[config.mk]
export PLATFORM = sky130hd
export DESIGN_NAME = zip_local_header_stream_parser_core
export DESIGN_NICKNAME = d
export VERILOG_FILES = /design/src/hdl/zlh_pkg.sv /design/src/hdl/zlh_parser.sv /design/src/hdl/zlh_out_queue.sv /design/src/hdl/zip_local_header_stream_parser_core.sv
export SDC_FILE = /design/constraint.sdc
export NUM_CORES = 2
export LEC_CHECK = 0
export BUFFER_PORTS_ARGS = -buffer_cell sky130_fd_sc_hd__buf_2
export CAP_MARGIN = 20
export CORE_MARGIN = 1.5
export CORE_UTILIZATION = 50
export CTS_CLUSTER_DIAMETER = 30
export DETAILED_ROUTE_END_ITERATION = 8
export PLACE_DENSITY = 0.67
export SKIP_LAST_GASP = 1
export SYNTH_ARGS = -nofsm -noshare
export SYNTH_HDL_FRONTEND = slang
export SYNTH_SLANG_ARGS = --single-unit
[constraint.sdc]
create_clock -name aclk -period 16.5 [get_ports aclk]
set_clock_uncertainty 0.05 [all_clocks]
set_input_delay 3.3 -clock aclk [delete_from_list [all_inputs] [get_ports aclk]]
set_output_delay 3.3 -clock aclk [all_outputs]
set_load 0.005 [all_outputs]
[src/hdl/zlh_pkg.sv]
package zlh_pkg;

    localparam int OffsetWidth = 48;

    localparam logic [31:0] LocalSig = 32'h0403_4b50;
    localparam logic [15:0] DescBit  = 16'h0008;
    localparam logic [7:0]  CharP    = 8'h50;
    localparam logic [7:0]  CharK    = 8'h4B;

    localparam logic [31:0] SkipMax   = 32'hFFFF_FFFF;
    localparam logic [15:0] RecordMax = 16'hFFFF;

    // header field numbers
    localparam logic [3:0] FidSignature = 4'd0;
    localparam logic [3:0] FidVersion   = 4'd1;
    localparam logic [3:0] FidFlags     = 4'd2;
    localparam logic [3:0] FidCrc       = 4'd6;
    localparam logic [3:0] FidCsize     = 4'd7;
    localparam logic [3:0] FidUsize     = 4'd8;
    localparam logic [3:0] FidNameLen   = 4'd9;
    localparam logic [3:0] FidExtraLen  = 4'd10;
    // descriptor fields run 0..2
    localparam logic [3:0] FidDescLast  = 4'd2;

    typedef enum logic [2:0] {
        KIND_HDR_FIELD  = 3'd0,
        KIND_NAME_BYTE  = 3'd1,
        KIND_EXTRA_BYTE = 3'd2,
        KIND_DATA_BYTE  = 3'd3,
        KIND_DESC_FIELD = 3'd4,
        KIND_UNKNOWN    = 3'd5,
        KIND_SKIP       = 3'd6
    } kind_t;

    typedef struct packed {
        logic [7:0] in_byte;
        logic       end_of_stream;
    } zlh_item_t;

    typedef struct packed {
        kind_t                  kind;
        logic [3:0]             field_id;
        logic [31:0]            value;
        logic [OffsetWidth-1:0] offset;
        logic [15:0]            record_number;
        logic                   last_of_run;
    } zlh_result_t;

    // handshake between the parser and the result queue
    typedef struct packed {
        logic push;
        logic full;
    } zlh_queue_ctl_t;

endpackage

[src/hdl/zlh_parser.sv]
module zlh_parser (
    input  logic                aclk,
    input  logic                aresetn,
    input  logic                cfg_we,
    input  logic                cfg_pass,
    input  logic                item_valid,
    input  zlh_pkg::zlh_item_t  item,
    input  logic                queue_full,
    output logic                item_consume,
    output logic                res_push,
    output zlh_pkg::zlh_result_t res
);
    import zlh_pkg::*;

    typedef enum logic [3:0] {
        PH_SIG, PH_HDR, PH_NAME, PH_EXTRA, PH_DATA, PH_DESC, PH_HUNT
    } phase_t;

    phase_t                 phase_reg, phase_next;
    logic [1:0]             fbc_reg, fbc_next;
    logic [3:0]             fidx_reg, fidx_next;
    logic [31:0]            asm_reg, asm_next;
    logic [31:0]            remain_reg, remain_next;
    logic [15:0]            name_len_reg, name_len_next;
    logic [15:0]            extra_len_reg, extra_len_next;
    logic [31:0]            data_len_reg, data_len_next;
    logic                   desc_reg, desc_next;
    logic                   pend_reg, pend_next;
    logic [31:0]            skip_reg, skip_next;
    logic [OffsetWidth-1:0] skip_start_reg, skip_start_next;
    logic [OffsetWidth-1:0] pos_reg, pos_next;
    logic [15:0]            hcount_reg, hcount_next;
    logic                   pass_reg;

    logic [OffsetWidth-1:0] pos_inc;
    logic [31:0]            shifted;
    logic                   gather_done;
    logic                   go_name, go_extra, go_data, go_after, go_hunt;
    logic                   emit;
    zlh_result_t            res_c;

    function automatic logic [31:0] sat_inc(input logic [31:0] v);
        sat_inc = (v == SkipMax) ? v : v + 32'd1;
    endfunction

    assign item_consume = item_valid && !queue_full;
    assign pos_inc      = pos_reg + {{(OffsetWidth-1){1'b0}}, 1'b1};
    assign shifted      = asm_reg | ({24'd0, item.in_byte} << {fbc_reg, 3'b000});

    always_comb begin
        phase_next      = phase_reg;
        fbc_next        = fbc_reg;
        fidx_next       = fidx_reg;
        asm_next        = asm_reg;
        remain_next     = remain_reg;
        name_len_next   = name_len_reg;
        extra_len_next  = extra_len_reg;
        data_len_next   = data_len_reg;
        desc_next       = desc_reg;
        pend_next       = pend_reg;
        skip_next       = skip_reg;
        skip_start_next = skip_start_reg;
        pos_next        = pos_inc;
        hcount_next     = hcount_reg;
        go_name         = 1'b0;
        go_extra        = 1'b0;
        go_data         = 1'b0;
        go_after        = 1'b0;
        go_hunt         = 1'b0;
        gather_done     = 1'b0;
        emit            = 1'b0;
        res_c           = '0;
        res_c.kind      = KIND_HDR_FIELD;

        case (phase_reg)
            PH_SIG: begin
                gather_done = (fbc_reg == 2'd3);
                if (gather_done) begin
                    fbc_next = '0;
                    asm_next = '0;
                    emit = 1'b1;
                    res_c.value  = shifted;
                    res_c.offset = pos_reg - OffsetWidth'(3);
                    if (shifted == LocalSig) begin
                        if (hcount_reg != RecordMax) hcount_next = hcount_reg + 16'd1;
                        res_c.kind     = KIND_HDR_FIELD;
                        res_c.field_id = FidSignature;
                        phase_next     = PH_HDR;
                        fidx_next      = FidVersion;
                    end else begin
                        res_c.kind = KIND_UNKNOWN;
                        go_hunt    = 1'b1;
                    end
                end else begin
                    fbc_next = fbc_reg + 2'd1;
                    asm_next = shifted;
                end
            end
            PH_HDR: begin
                if (fidx_reg inside {[FidCrc:FidUsize]}) begin
                    gather_done  = (fbc_reg == 2'd3);
                    res_c.offset = pos_reg - OffsetWidth'(3);
                end else begin
                    gather_done  = (fbc_reg != 2'd0);
                    res_c.offset = pos_reg - OffsetWidth'(1);
                end
                if (gather_done) begin
                    fbc_next = '0;
                    asm_next = '0;
                    emit = 1'b1;
                    res_c.kind     = KIND_HDR_FIELD;
                    res_c.field_id = fidx_reg;
                    res_c.value    = shifted;
                    if (fidx_reg == FidFlags) desc_next = |(shifted[15:0] & DescBit);
                    if (fidx_reg == FidCsize) data_len_next = shifted;
                    if (fidx_reg == FidNameLen) name_len_next = shifted[15:0];
                    if (fidx_reg >= FidExtraLen) begin
                        extra_len_next = shifted[15:0];
                        fidx_next = '0;
                        go_name = 1'b1;
                    end else begin
                        fidx_next = fidx_reg + 4'd1;
                    end
                end else begin
                    fbc_next = fbc_reg + 2'd1;
                    asm_next = shifted;
                end
            end
            PH_NAME, PH_EXTRA, PH_DATA: begin
                res_c.value  = {24'd0, item.in_byte};
                res_c.offset = pos_reg;
                if (phase_reg == PH_NAME) begin
                    emit = 1'b1;
                    res_c.kind = KIND_NAME_BYTE;
                end else if (phase_reg == PH_EXTRA) begin
                    emit = 1'b1;
                    res_c.kind = KIND_EXTRA_BYTE;
                end else begin
                    emit = pass_reg;
                    res_c.kind = KIND_DATA_BYTE;
                end
                remain_next = remain_reg - 32'd1;
                if (remain_reg == 32'd1) begin
                    if (phase_reg == PH_NAME) go_extra = 1'b1;
                    else if (phase_reg == PH_EXTRA) go_data = 1'b1;
                    else go_after = 1'b1;
                end
            end
            PH_DESC: begin
                gather_done = (fbc_reg == 2'd3);
                if (gather_done) begin
                    fbc_next = '0;
                    asm_next = '0;
                    emit = 1'b1;
                    res_c.kind     = KIND_DESC_FIELD;
                    res_c.field_id = fidx_reg;
                    res_c.value    = shifted;
                    res_c.offset   = pos_reg - OffsetWidth'(3);
                    if (fidx_reg >= FidDescLast) begin
                        fidx_next = '0;
                        go_hunt = 1'b1;
                    end else begin
                        fidx_next = fidx_reg + 4'd1;
                    end
                end else begin
                    fbc_next = fbc_reg + 2'd1;
                    asm_next = shifted;
                end
            end
            default: begin
                if (pend_reg && item.in_byte == CharK) begin
                    emit         = (skip_reg != '0);
                    res_c.kind   = KIND_SKIP;
                    res_c.value  = skip_reg;
                    res_c.offset = skip_start_reg;
                    skip_next    = '0;
                    pend_next    = 1'b0;
                    phase_next   = PH_SIG;
                    asm_next     = {16'd0, CharK, CharP};
                    fbc_next     = 2'd2;
                end else begin
                    // a held 'P' without its 'K' counts as skipped
                    skip_next = pend_reg ? sat_inc(skip_reg) : skip_reg;
                    if (item.in_byte == CharP) begin
                        pend_next = 1'b1;
                    end else begin
                        pend_next = 1'b0;
                        skip_next = sat_inc(skip_next);
                    end
                end
            end
        endcase

        // walk past empty name, extra and data sections
        if (go_name) begin
            phase_next  = PH_NAME;
            remain_next = {16'd0, name_len_next};
            go_extra    = (name_len_next == '0);
        end
        if (go_extra) begin
            phase_next  = PH_EXTRA;
            remain_next = {16'd0, extra_len_next};
            go_data     = (extra_len_next == '0);
        end
        if (go_data) begin
            phase_next  = PH_DATA;
            remain_next = data_len_next;
            go_after    = (data_len_next == '0);
        end
        if (go_after) begin
            if (desc_next) begin
                phase_next = PH_DESC;
                fidx_next  = '0;
                fbc_next   = '0;
                asm_next   = '0;
            end else begin
                go_hunt = 1'b1;
            end
        end
        if (go_hunt) begin
            phase_next      = PH_HUNT;
            skip_next       = '0;
            pend_next       = 1'b0;
            skip_start_next = pos_inc;
        end

        if (item.end_of_stream && phase_next == PH_HUNT) begin
            if (pend_next) skip_next = sat_inc(skip_next);
            if (skip_next != '0) begin
                emit           = 1'b1;
                res_c.kind     = KIND_SKIP;
                res_c.field_id = '0;
                res_c.value    = skip_next;
                res_c.offset   = skip_start_next;
            end
        end

        res_c.record_number = hcount_next;
        res_c.last_of_run   = 1'b1;

        // end of archive: start over at position zero
        if (item.end_of_stream) begin
            phase_next      = PH_SIG;
            fbc_next        = '0;
            fidx_next       = '0;
            asm_next        = '0;
            remain_next     = '0;
            name_len_next   = '0;
            extra_len_next  = '0;
            data_len_next   = '0;
            desc_next       = 1'b0;
            pend_next       = 1'b0;
            skip_next       = '0;
            skip_start_next = '0;
            pos_next        = '0;
            hcount_next     = '0;
        end
    end

    assign res_push = item_consume && emit;
    assign res      = res_c;

    always_ff @(posedge aclk) begin
        if (!aresetn) begin
            phase_reg      <= PH_SIG;
            fbc_reg        <= '0;
            fidx_reg       <= '0;
            asm_reg        <= '0;
            remain_reg     <= '0;
            name_len_reg   <= '0;
            extra_len_reg  <= '0;
            data_len_reg   <= '0;
            desc_reg       <= 1'b0;
            pend_reg       <= 1'b0;
            skip_reg       <= '0;
            skip_start_reg <= '0;
            pos_reg        <= '0;
            hcount_reg     <= '0;
            pass_reg       <= 1'b0;
        end else begin
            if (cfg_we) pass_reg <= cfg_pass;
            if (item_consume) begin
                phase_reg      <= phase_next;
                fbc_reg        <= fbc_next;
                fidx_reg       <= fidx_next;
                asm_reg        <= asm_next;
                remain_reg     <= remain_next;
                name_len_reg   <= name_len_next;
                extra_len_reg  <= extra_len_next;
                data_len_reg   <= data_len_next;
                desc_reg       <= desc_next;
                pend_reg       <= pend_next;
                skip_reg       <= skip_next;
                skip_start_reg <= skip_start_next;
                pos_reg        <= pos_next;
                hcount_reg     <= hcount_next;
            end
        end
    end

    a_skip_only_hunting: assert property (@(posedge aclk) disable iff (!aresetn)
        (skip_reg != '0 || pend_reg) |-> phase_reg == PH_HUNT)
        else $error("skip count or held P outside the hunt");

    a_hdr_index: assert property (@(posedge aclk) disable iff (!aresetn)
        phase_reg == PH_HDR |-> (fidx_reg >= FidVersion && fidx_reg <= FidExtraLen))
        else $error("header field index out of range");

    a_body_nonzero: assert property (@(posedge aclk) disable iff (!aresetn)
        (phase_reg == PH_NAME || phase_reg == PH_EXTRA || phase_reg == PH_DATA)
            |-> remain_reg != '0)
        else $error("body section entered with nothing left");

    a_pos_advance: assert property (@(posedge aclk) disable iff (!aresetn)
        (item_consume && !item.end_of_stream) |=> pos_reg == $past(pos_inc))
        else $error("stream position did not advance");

endmodule

[src/hdl/zlh_out_queue.sv]
module zlh_out_queue (
    input  logic                  aclk,
    input  logic                  aresetn,
    input  zlh_pkg::zlh_queue_ctl_t ctl_in,
    input  zlh_pkg::zlh_result_t  push_data,
    output logic                  full,
    output logic                  head_valid,
    input  logic                  head_ready,
    output zlh_pkg::zlh_result_t  head
);
    import zlh_pkg::*;

    zlh_result_t ent0_reg, ent0_next;
    zlh_result_t ent1_reg, ent1_next;
    logic [1:0]  cnt_reg, cnt_next;
    logic        pop;

    assign head_valid = (cnt_reg != 2'd0);
    assign full       = (cnt_reg == 2'd2);
    assign head       = ent0_reg;
    assign pop        = head_valid && head_ready;

    always_comb begin
        ent0_next = ent0_reg;
        ent1_next = ent1_reg;
        cnt_next  = cnt_reg;
        case ({ctl_in.push, pop})
            2'b10: begin
                if (cnt_reg == 2'd0) ent0_next = push_data;
                else ent1_next = push_data;
                cnt_next = cnt_reg + 2'd1;
            end
            2'b01: begin
                ent0_next = ent1_reg;
                cnt_next  = cnt_reg - 2'd1;
            end
            2'b11: begin
                if (cnt_reg == 2'd1) begin
                    ent0_next = push_data;
                end else begin
                    ent0_next = ent1_reg;
                    ent1_next = push_data;
                end
            end
            default: begin
                cnt_next = cnt_reg;
            end
        endcase
    end

    always_ff @(posedge aclk) begin
        if (!aresetn) begin
            cnt_reg <= '0;
        end else begin
            cnt_reg <= cnt_next;
        end
        ent0_reg <= ent0_next;
        ent1_reg <= ent1_next;
    end

    a_no_overflow: assert property (@(posedge aclk) disable iff (!aresetn)
        ctl_in.full |-> !ctl_in.push)
        else $error("push into a full result queue");

    a_hold_head: assert property (@(posedge aclk) disable iff (!aresetn)
        (head_valid && !head_ready) |=> (head_valid && head == $past(head)))
        else $error("waiting result changed");

    a_count_range: assert property (@(posedge aclk) disable iff (!aresetn)
        cnt_reg != 2'd3)
        else $error("result queue count corrupt");

endmodule

[src/hdl/zip_local_header_stream_parser_core.sv]
// Channel   Direction  Transaction contents
// s_        in         tdata[7:0] archive byte, tlast end of archive
// m_        out        tdata field/value/offset/record, tuser kind, tlast end of run
// cfg_      in         cfg_data = pass file data bytes (1) or count past them (0)
//
// One byte per cycle sustained while the result queue is not full. A byte is
// held in the input register, is parsed against the state registers and lands
// in a two-entry result queue; a byte gives at most one result. s_tready stays
// high while the result queue has room, so a waiting result does not stall
// input until two are queued. Reset is synchronous on aresetn; the data-pass
// register resets to 0 (count past data).
module zip_local_header_stream_parser_core (
    input  logic         aclk,
    input  logic         aresetn,
    input  logic         s_tvalid,
    output logic         s_tready,
    input  logic [7:0]   s_tdata,   // [7:0] in_byte
    input  logic         s_tlast,   // end_of_stream
    output logic         m_tvalid,
    input  logic         m_tready,
    output logic [103:0] m_tdata,   // [3:0] field_id, [35:4] value, [83:36] offset,
                                    // [99:84] record_number, [103:100] zero
    output logic [2:0]   m_tuser,   // [2:0] kind
    output logic         m_tlast,   // last_of_run
    input  logic         cfg_valid,
    output logic         cfg_ready,
    input  logic         cfg_data   // pass_data_bytes
);
    import zlh_pkg::*;

    logic           in_valid_reg;
    zlh_item_t      in_item_reg;
    logic           consume;
    logic           queue_full;
    logic           push;
    zlh_result_t    push_data;
    zlh_result_t    head;
    zlh_queue_ctl_t qctl;

    assign cfg_ready = 1'b1;
    assign s_tready  = !in_valid_reg || consume;

    always_ff @(posedge aclk) begin
        if (!aresetn) begin
            in_valid_reg <= 1'b0;
        end else if (s_tready) begin
            in_valid_reg <= s_tvalid;
        end
        if (s_tvalid && s_tready) begin
            in_item_reg.in_byte       <= s_tdata;
            in_item_reg.end_of_stream <= s_tlast;
        end
    end

    zlh_parser u_parser (
        .aclk         (aclk),
        .aresetn      (aresetn),
        .cfg_we       (cfg_valid && cfg_ready),
        .cfg_pass     (cfg_data),
        .item_valid   (in_valid_reg),
        .item         (in_item_reg),
        .queue_full   (queue_full),
        .item_consume (consume),
        .res_push     (push),
        .res          (push_data)
    );

    assign qctl.push = push;
    assign qctl.full = queue_full;

    zlh_out_queue u_out_queue (
        .aclk       (aclk),
        .aresetn    (aresetn),
        .ctl_in     (qctl),
        .push_data  (push_data),
        .full       (queue_full),
        .head_valid (m_tvalid),
        .head_ready (m_tready),
        .head       (head)
    );

    assign m_tdata = {4'd0, head.record_number, head.offset, head.value, head.field_id};
    assign m_tuser = head.kind;
    assign m_tlast = head.last_of_run;

endmodule
==> results.ini <==
[outcome]
outcome=finished, final reports clean

[sta]
hold_ws_ns=0.4364
hold_violations=0
tightest_slew_ns=1.123
finalCritPeriodShare_pct=76.55
period_needed_ns=12.63
rsz0062_at_grt=false
tns_ns=0
relSlewSlack_pct=25.13
slew_viol_final=0
max_freq_mhz=79.17
layout_setup_ws_ns=3.869
setup_viol=0

[critical_path]
cp_common_cell=ha_1
cp.arrival_ns=13.01
cp-start-kind=flip-flop
crit_slowest_cell=buf_4
rr_worst_depth=31
cp-end-kind=flip-flop
critical_path_required_ns=16.88
max_stage_delay_ns=0.85
cp_max_fo=84
worstSetupPathType=flip-flop to flip-flop

[power_and_ir_drop]
ir_drop_v=0.00009923
internal_power_w=0.003006
sequentialPowerShare_pct=33.5
clock_power_share_pct=64.0
power_switching_w=0.0008864
pwr-share-comb_pct=2.5
cellPowerDensity_nw_per_um2=102.2
leakagePower_nw=13.21
p_sw_share_pct=22.77

[global_routing]
grt_pass1_vias=29683
grt_pass1_wl_um=184100
antenna_found_initial=3
gr-total-overflow=0
grt_max_degree=108
grtUsageTotal_pct=35.26

[yosys]
synth-seq-cells=503
synth_fa_ha_area_share_pct=0.7651
post_synth_num_cell_types=97
yosysWarnings=0
ys.flop_type=dfxtp_1
yosysSeqAreaShare_pct=37.37
syn_area_um2=32710
synth_mux_area_share_pct=2.016
syn-instance-count=4019
yosys.area_share.simple_pct=25.81
synth_compound_area_share_pct=25.18
synth-xor-area-share_pct=3.936
synth-async-reset-ratio_pct=0
synth_top_family_by_area=simple AND/OR/NAND/NOR gates
postSynthAreaPerCell_um2=8.139
synth_edf_count=215

[cells_and_area]
final_net_count=4013
final_layout_size_suffix_gt1_share_pct=11.63
num-fill-cells=5798
utilization_pct=58.95
areaGrowthSynthToFinish_pct=16.38
multi_input_area_um2=19100
instances_no_fill=4942
seqCellArea_um2=12220

[routing]
vias=32780
wl_per_cell_um=24.67
viasPerCell=6.633
drtPass1Iterations=8
wirelength_um=121900
first_iter_violations=4823
detail-route-antenna-nets=0
drc_errors=0

[floorplanning]
core_area_um2=64580
die-area_um2=66960
initial_core_util_pct=50.65
die_h_um=258.8
io_pins=126
dieWidth_um=258.8
row_count=93

[placement]
portBuffers=119
dp_worst_setup_slack_ns=4.307
place_congestion=0.9778
dp_hpwl_um=82260
dpl.cell_count=4708

[clock_network]
clkTransAtPathRegs_ns=0.05
cts_tree=built
cts-root-buf=clkbuf_16
clockBufferDepth=3
clkLatencyLatePin_ns=0.70
post_cts_resized=0
numCtsBuffers=119
cts_max_level=3
post_cts.repair.setup_buffers=0
cts.sinks=503
cts_hold_buf=0

[job]
cap_viol_max_count=0

[min_path]
holdPathStages=2
hold_class=flip-flop to flip-flop

==> through the flow <==
| stage | total power (W) | cell area, um2 |
|---|---|---|
| 2_1_floorplan | 0.001385 | 32720 |
| 3_3_place_gp | 0.001419 | 33670 |
| 3_5_place_dp | 0.001419 | 33670 |
| 4_1_cts | 0.003903 | 38010 |
| 5_1_grt | 0.003975 | 38070 |
| 6_report | 0.003892 | 38070 |
==> final cells by class <==
class / instances / area share, %
Multi-Input combinational cell: 3115 / 50.16
Timing Repair Buffer: 188 / 3.014
Tap cell: 855 / 2.810
Antenna cell: 2 / 0.01315
Sequential cell: 503 / 32.11
Clock buffer: 147 / 8.631
Clock inverter: 81 / 2.761
Inverter: 51 / 0.5029
==> power groups by stage <==
stage	clock network (W)	logic (W)	registers, W
after floorplan	0	0.0000649	0.00132
after global placement	0	0.0000935	0.00133
after detailed placement	0	0.0000936	0.00133
after CTS	0.00251	0.0000942	0.00130
after global routing	0.00257	0.000103	0.00130
final	0.00249	0.0000981	0.00130
==> kinds of logic (layout without fill, tap and decap cells) <==
family | Yosys count | in the layout
compound gates | 1271 | 1271
xor+xnor | 147 | 147
fa+ha+maj | 20 | 20
buf+inv | 405 | 467
flops | 503 | 503
mux | 65 | 65
other cells | 2 | 8
simple gates | 1606 | 1606
==> cell usage after synthesis, drive strengths merged, types with 8 or more instances <==
| cell | count | area share (%) |
|---|---|---|
| or3 | 38 | 0.74 |
| o21ai | 299 | 4.6 |
| a21boi | 30 | 0.69 |
| nor4b | 14 | 0.49 |
| a221oi | 24 | 0.64 |
| nor4 | 75 | 1.5 |
| nand4b | 9 | 0.24 |
| a31oi | 27 | 0.54 |
| clkbuf | 305 | 3.5 |
| buf | 49 | 0.81 |
| or2 | 15 | 0.29 |
| a22oi | 247 | 5.7 |
| nand2b | 21 | 0.40 |
| inv | 51 | 0.59 |
| nand2 | 282 | 3.2 |
| a311oi | 14 | 0.37 |
| and2 | 68 | 1.3 |
| a21o | 36 | 0.83 |
| a22o | 28 | 0.75 |
| mux2i | 58 | 1.8 |
| o31ai | 47 | 1.1 |
| a41oi | 8 | 0.21 |
| a221o | 11 | 0.34 |
| nor2 | 355 | 4.1 |
| o21bai | 11 | 0.25 |
| nor3b | 38 | 0.87 |
| nor2b | 248 | 4.7 |
| nor3 | 132 | 2.0 |
| xor2 | 59 | 1.6 |
| o22ai | 24 | 0.46 |
| nand3 | 136 | 2.1 |
| a21oi | 317 | 4.9 |
| a211oi | 28 | 0.64 |
| nand4 | 62 | 1.3 |
| and3 | 50 | 0.96 |
| ha | 20 | 0.77 |
| and4 | 19 | 0.51 |
| xnor2 | 88 | 2.4 |
| dfxtp | 288 | 18 |
| o211ai | 37 | 0.85 |
| or4 | 23 | 0.53 |
| edfxtp | 215 | 20 |
==> routing by layer <==
layer | part of all wire [%] | routed length (um) | vias up | GRT usage (%)
li1 | - | - | 14892 | -
met3 | 11 | 13430 | 277 | 6.935
met5 | 0 | 0 | - | 0
met1 | 43 | 52520 | 15736 | 51.23
met4 | 3.3 | 4020 | 0 | 12.77
met2 | 43 | 51970 | 1875 | 51.68
==> path summary, 6_finish.rpt <==
path / slack, ns / from / to
worst max-delay path: 3.87 / u_parser.skip_reg[1]$_SDFFE_PN0P_ / u_out_queue.head[82]$_DFFE_PP_
worst min-delay path: 0.44 / u_parser.data_len_reg[14]$_SDFFE_PN0P_ / u_parser.data_len_reg[14]$_SDFFE_PN0P_
worst max register to register: 3.87 / u_parser.skip_reg[1]$_SDFFE_PN0P_ / u_out_queue.head[82]$_DFFE_PP_
worst min register to register: 0.44 / u_parser.data_len_reg[14]$_SDFFE_PN0P_ / u_parser.data_len_reg[14]$_SDFFE_PN0P_
==> layout by cell type (no fill, tap or decap), types with 58 or more instances in the layout <==
| master | netlist | routed |
|---|---|---|
| a21oi_1 | 317 | 313 |
| a22oi_1 | 247 | 247 |
| and2_1 | 65 | 65 |
| buf_2 | 13 | 118 |
| buf_4 | 15 | 67 |
| clkbuf_16 | 0 | 121 |
| dfxtp_1 | 288 | 288 |
| edfxtp_1 | 215 | 215 |
| mux2i_1 | 58 | 58 |
| nand2_1 | 281 | 280 |
| nand3_1 | 135 | 135 |
| nand4_1 | 60 | 60 |
| nor2_1 | 355 | 347 |
| nor2b_1 | 248 | 247 |
| nor3_1 | 131 | 130 |
| nor4_1 | 74 | 73 |
| o21ai_0 | 280 | 277 |
| xnor2_1 | 88 | 88 |
| xor2_1 | 59 | 59 |
==> worst max-delay path: cells and delay by family, from the launching register on <==
family          cells  cell delay [ns]
compound gates     12             4.21
fa+ha+maj           4             1.33
buf+inv             3             1.38
flops               1             0.48
mux                 1             0.35
simple gates       11             4.48
Note: power is estimated with default switching activity, not from simulation.
